File: src/sv/three_wire_spi_master_top_assert.svh
// Assertion macros used by the serial master datapath
`ifndef THREE_WIRE_SPI_MASTER_TOP_ASSERT_SVH
`define THREE_WIRE_SPI_MASTER_TOP_ASSERT_SVH

// Same-cycle implication
`define TWSM_ASSERT_IMPL(label, ante, cons, msg) \
  label: assert property (@(posedge clk) disable iff (rst) (ante) |-> (cons)) \
    else $error(msg);

// Next-cycle implication
`define TWSM_ASSERT_NEXT(label, ante, cons, msg) \
  label: assert property (@(posedge clk) disable iff (rst) (ante) |=> (cons)) \
    else $error(msg);

`endif

File: src/sv/twsm_pkg.sv
package twsm_pkg;

  localparam int unsigned HALF_W    = 16;
  localparam int unsigned BYTE_W    = 8;
  localparam int unsigned SHIFT_W   = 16;
  localparam int unsigned COUNT_W   = 5;
  localparam int unsigned IN_DATA_W  = 24;
  localparam int unsigned OUT_DATA_W = 32;

  localparam logic [HALF_W-1:0] HALF_RESET  = 16'd5;
  localparam logic [BYTE_W-1:0] READ_FLAG   = 8'h40;
  localparam logic [COUNT_W-1:0] BITS_REG   = 5'd16;
  localparam logic [COUNT_W-1:0] BITS_BYTE  = 5'd8;
  localparam logic [COUNT_W-1:0] BITS_NONE  = 5'd0;

  typedef enum logic [1:0] {
    CMD_WRITE_REG = 2'd0,
    CMD_READ_REG  = 2'd1,
    CMD_SEND_BYTE = 2'd2,
    CMD_READ_BYTE = 2'd3
  } cmd_t;

  typedef enum logic [1:0] {
    ST_IDLE = 2'd0,
    ST_LOW  = 2'd1,
    ST_HIGH = 2'd2,
    ST_DONE = 2'd3
  } state_t;

  typedef struct packed {
    logic load;
    logic run;
    logic sample;
    logic advance;
    logic finish;
  } ctl_t;

  typedef struct packed {
    logic div_done;
    logic last_bit;
    logic out_busy;
  } status_t;

endpackage

File: src/sv/three_wire_spi_master_top.sv
// Each word is shifted out and in as N serial bits, where N is
// 16 for register commands and 8 for byte commands; half period H (0 acts as 1) sets bit speed.
// A new word is taken only while idle, once the last result has entered the output register.
// A finished result waits in the output register while the next word starts.
// rst (synchronous, active high) idles the engine, releases select, drops tvalid
// and restores the half period to 5.
module three_wire_spi_master_top (
  input  logic                             clk,
  input  logic                             rst,
  input  logic                             cfg_we,
  input  logic [twsm_pkg::HALF_W-1:0]      cfg_wdata,
  input  logic                             s_axis_tvalid,
  output logic                             s_axis_tready,
  input  logic [twsm_pkg::IN_DATA_W-1:0]   s_axis_tdata,  // first_byte, write_data, line_bits
  input  logic                             s_axis_tlast,  // end_frame
  input  logic [1:0]                       s_axis_tuser,  // command
  output logic                             m_axis_tvalid,
  input  logic                             m_axis_tready,
  output logic [twsm_pkg::OUT_DATA_W-1:0]  m_axis_tdata,  // read_data, bits_driven, bit_total, zero pad
  output logic                             m_axis_tlast   // select_high
);

  twsm_pkg::ctl_t                       ctl;
  twsm_pkg::status_t                    status;
  logic [twsm_pkg::BYTE_W-1:0]          read_data;
  logic [twsm_pkg::SHIFT_W-1:0]         bits_driven;
  logic [twsm_pkg::COUNT_W-1:0]         bit_total;

  twsm_ctrl u_ctrl (
    .clk    (clk),
    .rst    (rst),
    .start  (s_axis_tvalid),
    .status (status),
    .ready  (s_axis_tready),
    .ctl    (ctl)
  );

  twsm_datapath u_datapath (
    .clk         (clk),
    .rst         (rst),
    .cfg_we      (cfg_we),
    .cfg_wdata   (cfg_wdata),
    .ctl         (ctl),
    .command     (s_axis_tuser),
    .first_byte  (s_axis_tdata[7:0]),
    .write_data  (s_axis_tdata[15:8]),
    .end_frame   (s_axis_tlast),
    .line_bits   (s_axis_tdata[23:16]),
    .out_ready   (m_axis_tready),
    .status      (status),
    .out_valid   (m_axis_tvalid),
    .read_data   (read_data),
    .bits_driven (bits_driven),
    .bit_total   (bit_total),
    .select_high (m_axis_tlast)
  );

  assign m_axis_tdata = {3'b000, bit_total, bits_driven, read_data};

endmodule

File: src/sv/twsm_ctrl.sv
module twsm_ctrl (
  input  logic              clk,
  input  logic              rst,
  input  logic              start,
  input  twsm_pkg::status_t status,
  output logic              ready,
  output twsm_pkg::ctl_t    ctl
);

  twsm_pkg::state_t state;
  twsm_pkg::state_t state_next;

  always_ff @(posedge clk) begin
    if (rst) begin
      state <= twsm_pkg::ST_IDLE;
    end else begin
      state <= state_next;
    end
  end

  always_comb begin
    state_next = state;
    case (state)
      twsm_pkg::ST_IDLE: begin
        if (start) state_next = twsm_pkg::ST_LOW;
      end
      twsm_pkg::ST_LOW: begin
        if (status.div_done) state_next = twsm_pkg::ST_HIGH;
      end
      twsm_pkg::ST_HIGH: begin
        if (status.div_done) begin
          state_next = status.last_bit ? twsm_pkg::ST_DONE : twsm_pkg::ST_LOW;
        end
      end
      twsm_pkg::ST_DONE: begin
        if (!status.out_busy) state_next = twsm_pkg::ST_IDLE;
      end
      default: state_next = twsm_pkg::ST_IDLE;
    endcase
  end

  always_comb begin
    ctl   = '0;
    ready = 1'b0;
    case (state)
      twsm_pkg::ST_IDLE: begin
        ready    = 1'b1;
        ctl.load = start;
      end
      twsm_pkg::ST_LOW: begin
        ctl.run    = 1'b1;
        ctl.sample = status.div_done;
      end
      twsm_pkg::ST_HIGH: begin
        ctl.run     = 1'b1;
        ctl.advance = status.div_done;
      end
      twsm_pkg::ST_DONE: begin
        ctl.finish = !status.out_busy;
      end
      default: begin
        ready = 1'b0;
      end
    endcase
  end

endmodule

File: src/sv/twsm_datapath.sv
`include "three_wire_spi_master_top_assert.svh"

module twsm_datapath (
  input  logic                          clk,
  input  logic                          rst,
  input  logic                          cfg_we,
  input  logic [twsm_pkg::HALF_W-1:0]   cfg_wdata,
  input  twsm_pkg::ctl_t                ctl,
  input  logic [1:0]                    command,
  input  logic [twsm_pkg::BYTE_W-1:0]   first_byte,
  input  logic [twsm_pkg::BYTE_W-1:0]   write_data,
  input  logic                          end_frame,
  input  logic [twsm_pkg::BYTE_W-1:0]   line_bits,
  input  logic                          out_ready,
  output twsm_pkg::status_t             status,
  output logic                          out_valid,
  output logic [twsm_pkg::BYTE_W-1:0]   read_data,
  output logic [twsm_pkg::SHIFT_W-1:0]  bits_driven,
  output logic [twsm_pkg::COUNT_W-1:0]  bit_total,
  output logic                          select_high
);

  logic [twsm_pkg::HALF_W-1:0]  half_period;
  logic [twsm_pkg::HALF_W-1:0]  half_m1;
  logic [twsm_pkg::HALF_W-1:0]  div_cnt;
  twsm_pkg::cmd_t               cmd_r;
  logic                         end_r;
  logic [twsm_pkg::SHIFT_W-1:0] tx_shift;
  logic [twsm_pkg::BYTE_W-1:0]  line_shift;
  logic [twsm_pkg::BYTE_W-1:0]  rx_shift;
  logic [twsm_pkg::SHIFT_W-1:0] drv_acc;
  logic [twsm_pkg::COUNT_W-1:0] bit_cnt;
  logic [twsm_pkg::COUNT_W-1:0] total;
  logic [twsm_pkg::COUNT_W-1:0] n_drive;
  logic                         release_sel;
  logic                         select_active;
  logic                         sdio;
  twsm_pkg::cmd_t               cmd_in;
  logic [twsm_pkg::SHIFT_W-1:0] tx_load;

  assign cmd_in  = twsm_pkg::cmd_t'(command);
  assign half_m1 = (half_period == '0) ? '0 : half_period - 1'b1;
  assign sdio    = tx_shift[twsm_pkg::SHIFT_W-1];

  always_comb begin
    case (cmd_r)
      twsm_pkg::CMD_WRITE_REG: begin
        total = twsm_pkg::BITS_REG;  n_drive = twsm_pkg::BITS_REG;
      end
      twsm_pkg::CMD_READ_REG: begin
        total = twsm_pkg::BITS_REG;  n_drive = twsm_pkg::BITS_BYTE;
      end
      twsm_pkg::CMD_SEND_BYTE: begin
        total = twsm_pkg::BITS_BYTE; n_drive = twsm_pkg::BITS_BYTE;
      end
      default: begin
        total = twsm_pkg::BITS_BYTE; n_drive = twsm_pkg::BITS_NONE;
      end
    endcase
  end

  always_comb begin
    case (cmd_in)
      twsm_pkg::CMD_WRITE_REG: tx_load = {first_byte, write_data};
      twsm_pkg::CMD_READ_REG:  tx_load = {first_byte | twsm_pkg::READ_FLAG, 8'h00};
      twsm_pkg::CMD_SEND_BYTE: tx_load = {first_byte, 8'h00};
      default:                 tx_load = '0;
    endcase
  end

  assign release_sel = (cmd_r == twsm_pkg::CMD_WRITE_REG) ||
                       (cmd_r == twsm_pkg::CMD_READ_REG) || end_r;

  assign status.div_done = (div_cnt == half_m1);
  assign status.last_bit = (bit_cnt == total - 1'b1);
  assign status.out_busy = out_valid && !out_ready;

  always_ff @(posedge clk) begin
    if (rst) begin
      half_period <= twsm_pkg::HALF_RESET;
    end else if (cfg_we) begin
      half_period <= cfg_wdata;
    end
  end

  always_ff @(posedge clk) begin
    if (rst) begin
      div_cnt <= '0;
    end else if (ctl.load || !ctl.run || status.div_done) begin
      div_cnt <= '0;
    end else begin
      div_cnt <= div_cnt + 1'b1;
    end
  end

  always_ff @(posedge clk) begin
    if (rst) begin
      bit_cnt <= '0;
    end else if (ctl.load) begin
      bit_cnt <= '0;
    end else if (ctl.advance) begin
      bit_cnt <= bit_cnt + 1'b1;
    end
  end

  always_ff @(posedge clk) begin
    if (ctl.load) begin
      cmd_r      <= cmd_in;
      end_r      <= end_frame;
      tx_shift   <= tx_load;
      line_shift <= line_bits;
      rx_shift   <= '0;
      drv_acc    <= '0;
    end else if (ctl.sample) begin
      if (bit_cnt < n_drive) begin
        drv_acc  <= {drv_acc[twsm_pkg::SHIFT_W-2:0], sdio};
        tx_shift <= {tx_shift[twsm_pkg::SHIFT_W-2:0], 1'b0};
      end else begin
        rx_shift   <= {rx_shift[twsm_pkg::BYTE_W-2:0], line_shift[twsm_pkg::BYTE_W-1]};
        line_shift <= {line_shift[twsm_pkg::BYTE_W-2:0], 1'b0};
      end
    end
  end

  always_ff @(posedge clk) begin
    if (rst) begin
      select_active <= 1'b0;
    end else if (ctl.load) begin
      select_active <= 1'b1;
    end else if (ctl.finish) begin
      select_active <= !release_sel;
    end
  end

  always_ff @(posedge clk) begin
    if (rst) begin
      out_valid <= 1'b0;
    end else if (ctl.finish) begin
      out_valid <= 1'b1;
    end else if (out_ready) begin
      out_valid <= 1'b0;
    end
  end

  always_ff @(posedge clk) begin
    if (ctl.finish) begin
      read_data   <= rx_shift;
      bits_driven <= drv_acc;
      bit_total   <= total;
      select_high <= release_sel;
    end
  end

  `TWSM_ASSERT_IMPL(a_finish_free, ctl.finish, !(out_valid && !out_ready), "result overwritten")
  `TWSM_ASSERT_NEXT(a_reg_release, ctl.finish && !cmd_r[1], !select_active, "select left low")
  `TWSM_ASSERT_IMPL(a_div_range, ctl.run, div_cnt <= half_m1, "divider overran phase")
  `TWSM_ASSERT_IMPL(a_bit_range, ctl.advance, bit_cnt < total, "bit count past end")

endmodule

File: config.mk
export PLATFORM = sky130hd
export DESIGN_NAME = three_wire_spi_master_top
export DESIGN_NICKNAME = d
export VERILOG_FILES = /design/src/sv/twsm_pkg.sv /design/src/sv/three_wire_spi_master_top.sv /design/src/sv/twsm_ctrl.sv /design/src/sv/twsm_datapath.sv
export VERILOG_INCLUDE_DIRS = /design/src /design/src/sv
export SDC_FILE = /design/constraint.sdc
export NUM_CORES = 1
export LEC_CHECK = 0
export ABC_CLOCK_PERIOD_IN_PS = 3700
export BUFFER_PORTS_ARGS = -buffer_cell sky130_fd_sc_hd__buf_2
export CAP_MARGIN = 20
export CORE_UTILIZATION = 51
export DETAILED_ROUTE_END_ITERATION = 16
export HOLD_SLACK_MARGIN = 0.06
export PLACE_DENSITY = 0.83
export SLEW_MARGIN = 20
export SYNTH_ARGS = -nofsm -noshare
export SYNTH_HDL_FRONTEND = slang
export SYNTH_HIERARCHICAL = 1
export SYNTH_SLANG_ARGS = --single-unit
File: constraint.sdc
create_clock -name clk -period 3.7 [get_ports clk]
set_input_delay 0.74 -clock clk [delete_from_list [all_inputs] [get_ports clk]]
set_output_delay 0.74 -clock clk [all_outputs]
set_load 0.01 [all_outputs]
Word-level counts from Yosys, hierarchy flattened:

Cells that the tools add are included.

* bits in registers: 121
* logic and storage cells: 84
* input port bits: 48
* output and inout port bits: 35

* mux-type cells: 24
* equal/unequal tests: 14
* $lt $le $gt $ge: 1
* bitwise operators: 1
* add/sub/neg operators: 4
* reductions and logical operators: 25

Operator list (count)
* $mux W16: 4
* $pmux W16 S3: 1
* $mux W8: 3
* $add A16 B1 Y16 const B: 1
* $eq A16 B16 Y1: 1
* $logic_not A16 Y1: 1
* $sub A16 B1 Y16 const B: 1
* $mux W2: 5
* $pmux W5 S2: 1
* $reduce_or A2 Y1: 5
* $eq A2 B2 Y1 const B: 4
* $mux W1: 8
* $pmux W2 S4: 1
* $reduce_and A2 Y1: 4
* $eq A2 B1 Y1 const B: 3
* $logic_not A2 Y1: 3
* $ne A2 B1 Y1 const B: 3
* $reduce_bool A2 Y1: 3
* $add A5 B1 Y5 const B: 1
* $eq A5 B5 Y1: 1
* $lt A5 B5 Y1: 1
* $mux W5: 1
* $sub A5 B1 Y5 const B: 1
* $logic_or A1 B1 Y1: 4
* 5 further kinds: 8

Logic depth before layout (Yosys ltp):

* word-level depth: 8
* depth in mapped cells: 17
* gate-level depth less buffers: 13

Hierarchy:

The synthesis kept the hierarchy.

By module, submodules not included
* twsm_datapath: times used 1, area each 5281.3 sq um, cells each 501, seq. area each 2862.7 sq um
* twsm_ctrl: times used 1, area each 209.0 sq um, cells each 22, seq. area each 40.0 sq um
* three_wire_spi_master_top: times used 1, area each 26.3 sq um, cells each 4, seq. area each 0.0 sq um

Least setup slack after synthesis:

No wires, ideal clock.

* path kind: register to register
* start: register u_datapath/half_period[0] (netlist bit)
* end: register u_datapath/tx_shift[0] (netlist bit), enable pin
* setup time: 0.375 ns
* stages on the path, launching flop included: 14
* setup slack: 0.149 ns
* required time: 3.325 ns
* data arrival time: 3.176 ns
* period minus slack after synthesis: 3.551 ns
* buffers on the path: 1
* path through: dfxtp_1 inv_1 ha_1 nor3b_1 and4_1 buf_2 or2_1 a2111oi_2 nor3_1 a2111oi_2 and4_2 and2_1 nand2_1 nand2b_1

RTL lines
* start, declared: line twsm_datapath.sv:23 `logic [twsm_pkg::HALF_W-1:0] half_period;`
* start signal, assigned: line twsm_datapath.sv:80 `half_period <= twsm_pkg::HALF_RESET;`
* start signal, assigned: line twsm_datapath.sv:82 `half_period <= cfg_wdata;`
* end signal, assigned: line twsm_datapath.sv:110 `tx_shift <= tx_load;`
* end signal, assigned: line twsm_datapath.sv:117 `tx_shift <= {tx_shift[twsm_pkg::SHIFT_W-2:0], 1'b0};`
* end, declared: line twsm_datapath.sv:28 `logic [twsm_pkg::SHIFT_W-1:0] tx_shift;`

==> results.yml <==
run_status:
  status: "complete, no violations"
sta:
  fmax_mhz: 286.4
  fin_crit_sh_pct: 94.37
  relSlewSlack_pct: 54.15
  rsz0062_at_grt: "false"
  final_hold_viol_count: 0
  period_minus_slack_ns: 3.492
  worst_pin_slew_ns: 0.6878
  hold_ws_ns: 0.4119
  finalSetupViolCount: 0
  fin_worst_skew_ns: 0.009032
  fin_setup_tns_ns: 0
  setup_ws_ns: 0.2082
  slew_violations: 0
synthesis:
  synth-edff-count: 54
  yosysWarnings: 6
  synth-async-reset-ratio_pct: 0
  synth_area_um2: 5517
  yosysSeqAreaShare_pct: 52.62
  synth-seq-cells: 118
  synth_top_area_share_pct: 29.39
  yosysTopAreaCell: "edfxtp_1"
  ys_top_cells_by_area: "edfxtp_1, dfxtp_1, mux2i_1"
  syn_inst: 527
  synth_area_per_cell_um2: 10.47
  synth_top_flop_cell: "dfxtp_1"
  yosysUniqueCellTypes: 69
clock_network:
  clk_pin_slew_worst_paths_ns: 0.06
  clockBufferDepth: 2
  post-cts-setup-buffers: 0
  clock-root-buffer: "clkbuf_8"
  clock_latency_ns: 0.51
  clock_sinks: 118
  cts_hold_buf: 0
  htree_levels: 4
  cts_tree: "yes"
  cts_buffers: 17
final_layout:
  drive_above_1_share_pct: 26.21
  antenna_cells: 0
  final_util_pct: 63.71
  postLayoutCellArea_um2: 6636
  area_delta_synth_final_pct: 20.30
  final_nets: 667
floorplan:
  rows: 37
  die_x_um: 106.0
  die_height_um: 106.0
  core-area_um2: 10420
  io_pins: 83
  dieArea_um2: 11240
  start_util_pct: 52.96
routing:
  drtIter0Drc: 250
  dr_total_vias: 4053
  ant_nets: 0
  drc_errors: 0
  wl_mm: 10.96
  routedWlPerCell_um: 14.46
  firstDrtPassIters: 5
  avgViaCountPerCell: 5.347
worst_setup_path:
  critPathMaxFanout: 8
  crit_type: "flop to flop"
  critPathRequiredTime_ns: 4.07
  cp-start-kind: "flop"
  endpoint_kind: "flop"
  arrival_ns: 3.86
grt:
  grt_max_degree: 37
  grt_pass1_wl_mm: 17.95
  grt_pass1_vias: 3912
  antenna_found_initial: 0
  overflow: 0
  grtUsageTotal_pct: 20.56
place:
  placed_area_um2: 6027
  portBuffers: 76
  hpwlAfterDp_mm: 7.395
  routabilityCongestion: 0.8717
  place_ws_ns: 0.04326
hold_path:
  hold_path_class: "primary input to flop"
power:
  p_leak_uw: 0.002625
  p_per_area_nw_per_um2: 591.2
  ir_drop_mv: 0.3240
run:
  cap_viol_max_count: 0
flip-flops by register name, indices dropped and copies added (netlist names):
signal,flops
u_datapath/read_data,8
u_datapath/bit_cnt,5
u_datapath/drv_acc,16
u_datapath/cmd_r,2
u_datapath/rx_shift,8
u_datapath/end_r,1
u_datapath/div_cnt,16
u_datapath/bits_driven,16
u_datapath/bit_total,2
u_datapath/line_shift,8
u_ctrl/state,2
u_datapath/select_high,1
u_datapath/out_valid,1
u_datapath/tx_shift,16
u_datapath/half_period,16
layout by cell type (no fill, tap or decap), types with 6 or more instances in the layout:
cell type and instances:
buf_2 76, edfxtp_1 54, mux2_2 7, clkbuf_16 17
nand3_1 19, buf_4 12, inv_1 31, xnor2_1 16
nand2_1 52, nand2b_1 6, nand4_1 9, xor2_1 17
mux2i_1 27, conb_1 6, nor2_2 11, o21ai_0 16
dfxtp_1 63, nor2_1 54, a21oi_1 25, ha_1 10
metrics by stage:
stage | instances | total power, µW
detailed placement | 726 | 2296
CTS | 758 | 3946
floorplan | 531 | 2119
global route | 758 | 4095
global placement | 726 | 2256
finish | 758 | 3923
final timing paths:
check	startpoint	cells after the start	slack, ns	to
worst max register to register	u_datapath/half_period[0]	13	0.21	u_datapath/rx_shift[6]
worst min-delay path	s_axis_tlast	1	0.41	u_datapath/end_r
worst min register to register	u_datapath/rx_shift[7]	0	0.45	u_datapath/read_data[7]
worst max-delay path	u_datapath/half_period[0]	13	0.21	u_datapath/rx_shift[6]
logic make-up (layout without fill, tap and decap cells):
logic type	after synthesis	in the layout	share of synthesized area [%]
buffers and inverters	61	152	5.171
AO/OA/AOI/OAI	73	73	9.027
flip-flops	118	118	52.62
multiplexers	34	34	6.328
AND/OR/NAND/NOR	194	194	18.37
adder cells (fa/ha/maj)	10	10	2.268
other	2	6	0.1361
XOR/XNOR	35	35	6.078
what timing repair did:
action,4_1_cts,5_1_grt
resized for setup,0,4
endpoints found under the hold margin,0,0
endpoints found under the setup margin,0,48
critical path, stage by stage, from the launching register on:
cell and delay (ns):
dfxtp_1 0.32, buf_4 0.15, nor4_4 0.52, nand4_4 0.20, or4_1 0.43, a21oi_1 0.23
xor2_1 0.11, a2111oi_2 0.37, and4_2 0.31, and2_1 0.17, nand2b_1 0.10, buf_4 0.20
mux2i_1 0.18, nor2_1 0.06
report_power, final:
part           internal (µW)  switching [µW]
Combinational            250             377
Sequential              1580            77.2
Clock                   1020             627
metal layers:
layer	global-route usage (%)	up-vias	part of all wire [%]
li1	-	2000	-
met1	25.91	1913	45
met2	33.85	135	49
met3	4.905	5	5.4
met4	8.631	0	0.73
met5	0	-	0
area by class of cell:
type,instances,area (µm²)
fillers,783,3780
flip-flops and latches,118,2904
multi-input cells,352,2352
repair buffers,89,490.5
clock buffers,18,439.2
well taps,136,170.2
clock inverters,14,163.9
inverters,31,116.4
cells in the mapped netlist, drive strengths merged, types with 2 or more instances:
cell / instances
clkbuf: 19
nand2b: 7
o31ai: 2
nor2: 65
nor4b: 2
o32ai: 2
a2111oi: 3
and4: 3
mux2: 7
xor2: 17
and2: 5
nor2b: 3
a21oi: 25
a31oi: 3
o21ai: 17
inv: 31
dfxtp: 64
xnor2: 16
buf: 11
conb: 2
nand3: 19
nand4: 10
and3: 5
nand2: 53
ha: 10
a41oi: 2
or4: 2
o211ai: 3
nor3b: 2
nor4: 5
a311oi: 4
mux2i: 27
or2: 3
or3: 2
edfxtp: 54
a21o: 2
nor3: 5
(Power assumes the default switching activity.)
